File: src/rtl/hjlp_pkg.sv
// ----------------------------------------------------------------------------
// hjlp_pkg
// Types and constants shared by the hash join probe controller and datapath.
// ----------------------------------------------------------------------------
package hjlp_pkg;

  localparam int KEY_W         = 32;
  localparam int IDX_W         = 10;
  localparam int CNT_W         = 11;
  localparam int TOT_W         = 64;
  localparam int CFG_IDX_W     = 2;
  localparam int CFG_DATA_W    = 32;
  localparam int SHIFT_W       = 5;
  localparam int SBITS_W       = 4;
  localparam int MAX_SLOT_BITS = 10;

  localparam logic [KEY_W-1:0] EMPTY_KEY = '1;

  localparam logic [KEY_W-1:0]   RST_HASH_FACTOR = 32'd2654435761;
  localparam logic [SHIFT_W-1:0] RST_HASH_SHIFT  = 5'd22;
  localparam logic [SBITS_W-1:0] RST_SLOT_BITS   = 4'd10;

  typedef enum logic {
    OP_WRITE = 1'b0,
    OP_PROBE = 1'b1
  } opcode_t;

  typedef enum logic [CFG_IDX_W-1:0] {
    REG_HASH_FACTOR = 2'd0,
    REG_HASH_SHIFT  = 2'd1,
    REG_SLOT_BITS   = 2'd2,
    REG_EARLY_STOP  = 2'd3
  } cfg_reg_t;

  typedef enum logic [2:0] {
    ST_CLEAR,
    ST_IDLE,
    ST_HASH,
    ST_ISSUE,
    ST_WALK,
    ST_FIN
  } state_t;

  // controller -> datapath
  typedef struct packed {
    logic clear_wr;
    logic write_key;
    logic load_probe;
    logic hash;
    logic issue;
    logic walk;
    logic finish;
  } cmd_t;

  // datapath -> controller
  typedef struct packed {
    logic clear_last;
    logic walk_stop;
    logic out_free;
  } stat_t;

endpackage

File: src/rtl/hjlp_ctrl.sv
// ----------------------------------------------------------------------------
// hjlp_ctrl
// Sequencer for table clear, key writes and the probe walk.
// ----------------------------------------------------------------------------
module hjlp_ctrl
  import hjlp_pkg::*;
(
  input  logic  clk,
  input  logic  rst_n,
  input  logic  in_valid,
  input  logic  in_opcode,
  output logic  in_stall,
  input  stat_t stat,
  output cmd_t  cmd
);

  state_t state_r, state_nxt;

  always_ff @(posedge clk) begin
    if (!rst_n) begin
      state_r <= ST_CLEAR;
    end else begin
      state_r <= state_nxt;
    end
  end

  always_comb begin
    state_nxt = state_r;
    unique case (state_r)
      ST_CLEAR: if (stat.clear_last) state_nxt = ST_IDLE;
      ST_IDLE:  if (in_valid && (opcode_t'(in_opcode) == OP_PROBE)) state_nxt = ST_HASH;
      ST_HASH:  state_nxt = ST_ISSUE;
      ST_ISSUE: state_nxt = ST_WALK;
      ST_WALK:  if (stat.walk_stop) state_nxt = ST_FIN;
      ST_FIN:   if (stat.out_free) state_nxt = ST_IDLE;
      default:  state_nxt = ST_CLEAR;
    endcase
  end

  always_comb begin
    cmd      = '0;
    in_stall = 1'b1;
    unique case (state_r)
      ST_CLEAR: cmd.clear_wr = 1'b1;
      ST_IDLE: begin
        in_stall       = 1'b0;
        cmd.write_key  = in_valid && (opcode_t'(in_opcode) == OP_WRITE);
        cmd.load_probe = in_valid && (opcode_t'(in_opcode) == OP_PROBE);
      end
      ST_HASH:  cmd.hash   = 1'b1;
      ST_ISSUE: cmd.issue  = 1'b1;
      ST_WALK:  cmd.walk   = 1'b1;
      ST_FIN:   cmd.finish = stat.out_free;
      default:  cmd = '0;
    endcase
  end

endmodule

File: config.mk
export PLATFORM = sky130hd
export DESIGN_NAME = hjlp_ctrl
export DESIGN_NICKNAME = d
export VERILOG_FILES = /design/src/rtl/hjlp_pkg.sv /design/src/rtl/hjlp_ctrl.sv
export SDC_FILE = /design/constraint.sdc
export NUM_CORES = 1
export LEC_CHECK = 0
export BUFFER_PORTS_ARGS = -buffer_cell sky130_fd_sc_hd__buf_2
export CORE_AREA = 2 2 39 41
export DETAILED_ROUTE_END_ITERATION = 8
export DIE_AREA = 0 0 41 43
export PLACE_DENSITY = 0.47
export RECOVER_POWER = 50
export SYNTH_ARGS = -nofsm -noshare
export SYNTH_HDL_FRONTEND = slang
export SYNTH_SLANG_ARGS = --single-unit
File: constraint.sdc
create_clock -name clk -period 1.57 [get_ports clk]
set_clock_uncertainty 0.05 [all_clocks]
set_input_delay 0.0785 -clock clk [delete_from_list [all_inputs] [get_ports clk]]
set_output_delay 0.0785 -clock clk [all_outputs]
set_load 0.05 [all_outputs]
==> out/results.ini <==
[status]
outcome=finished, final reports clean

[die]
coreArea_um2=1380
fp-row-count=14
die-area_um2=1760
initial_utilization=0.165
io_pins=15
die_h_um=43
die_w_um=41

[yosys]
ys_warn_count=0
syn-cell-area_um2=228
yosysSeqAreaShare=0.264
syn_inst=31
synth_cell_type_count=17
synth_area_per_cell_um2=7.35
synthesis.nets=38
synth_seq_cells=3

[route]
viasPerCell=4.26
drt_iter0_markers=2
dr.pass1.iters=2
drc=0
postRouteAntennaNets=0
vias=264
wl_per_cell_um=9.00
drt-total-wl_um=558

[cells_and_area]
top_regs=state_r (3)
utilization=0.234
drive_gt1_frac=0.435
nFillCells=165
diodes=0
seq_area_um2=61.3
finalNonFillerCells=62
largest_register_ffs=3
synthToLayoutAreaGrowth_pct=42.3
multi_input_area_um2=143
fin_nets=54
largest_register=state_r

[sta]
hold_viol=0
fin_crit_sh=0.919
finalHoldWorstSlack_ps=43.6
timing.final.crit_period_ps=1440
slew_headroom=0.740
slew_violations=0
rsz0062_at_grt=false
worst_pin_slew_ps=385
fmax_ghz=0.693
setup_viol=0

[grt]
grt_pass1_wl_um=848
grt_pass1_vias=237
grt_usage=0.0751
gr-total-overflow=0
grt_max_degree=13
antenna_found_initial=0

[critical_path]
startpoint_type=register
r2r_cells=3
end_kind=primary output
crit_type=register to primary output
crit_required_ps=1440
cp.arrival_ps=1310
critPathMaxFanout=8

[cts]
path_clk_slew_ps=40
numCtsBuffers=3
cts_root_buffer=clkbuf_4
cts_sinks=3
cts_tree=done
postCtsSetupBuffers=0
ctsHoldBuffers=0
htreeDepth=1
clockBufferDepth=2
clock_latency_ps=230

[placement]
globalplace.congestion=0.702
io_buffers=14
post-place-cells=58
dp_hpwl_um=415

[power_and_ir_drop]
p_leak_nw=0.156
power_density_nw_per_um2=1000
ir_drop_uv=243

[job]
max_cap_violations=0

[worst_hold_path]
holdCritPathClass=input pin to register
hold_depth=2

==> synth_stat cells, drive strengths merged <==
cell type | n | area, um2
xnor2 | 1 | 8.76
inv | 1 | 3.75
nor2b | 1 | 6.26
nor3 | 3 | 15.0
o21ai | 1 | 5.00
a31oi | 1 | 6.26
buf | 3 | 26.3
nor3b | 1 | 7.51
nand2 | 4 | 15.0
o41ai | 1 | 8.76
and3b | 1 | 10.0
dfxtp | 3 | 60.1
o21ba | 1 | 10.0
nor2 | 6 | 22.5
a311o | 1 | 10.0
and3 | 2 | 12.5
==> worst max-delay path, cell delays in order (launching register included) <==
cell     delay (ps)
dfxtp_1         460
inv_1           140
nor3_1          190
buf_2           290
==> cells by family (layout without fill, tap and decap cells) <==
group | Yosys count | count (layout) | synth area share
flops | 3 | 3 | 0.264
buf+inv | 4 | 19 | 0.132
simple gates | 18 | 18 | 0.390
compound gates | 5 | 5 | 0.176
xor+xnor | 1 | 1 | 0.0385
==> what timing repair did <==
item                       in CTS  in global routing
setup endpoints to repair       0                  1
hold endpoints to repair        0                  0
resized for setup               0                  1
==> stage by stage <==
stage | setup WS, ps | power [W] | setup TNS (ps) | instance area, um2
floorplan | -179 | 0.000173 | -552 | 233
global placement | 240 | 0.000191 | 0 | 297
detailed placement | 215 | 0.000191 | 0 | 297
CTS | 53.5 | 0.000331 | 0 | 323
global route | 20.4 | 0.000347 | 0 | 324
finish | 128 | 0.000324 | 0 | 324
==> cells in the final DEF, fill, tap and decap left out, drive strengths merged <==
master / instances
a311o: 1
a31oi: 1
and3: 2
and3b: 1
buf: 12
clkbuf: 6
dfxtp: 3
inv: 1
nand2: 4
nor2: 6
nor2b: 1
nor3: 3
nor3b: 1
o21ai: 1
o21ba: 1
o41ai: 1
xnor2: 1
==> final cells by class <==
type                    instances  share of cell area
repair buffers                 14               0.216
well taps                      16              0.0618
inverters                       1              0.0116
flip-flops and latches          3               0.189
clock buffers                   4              0.0811
multi-input cells              24               0.440
==> per-layer routing <==
layer  track usage  vias to the layer above  part of all wire
li1              -                      137                 -
met1        0.0828                      112              0.47
met2        0.0969                       13              0.40
met3        0.0157                        2              0.11
met4         0.100                        0             0.025
met5             0                        -                 0
==> report_power, final <==
group	internal, W	switching, W	leakage (nW)
Clock	0.0000951	0.0000386	0.0150
Sequential	0.0000823	0.0000127	0.0248
Combinational	0.0000320	0.0000633	0.116
==> final timing paths <==
path	startpoint	end	slack (ps)
hold / removal	rst_n	state_r[0]	40
setup reg to reg	state_r[0]	state_r[0]	340
hold reg to reg	state_r[0]	state_r[1]	560
setup / recovery	state_r[1]	cmd[3]	130
(Power assumes the default switching activity.)
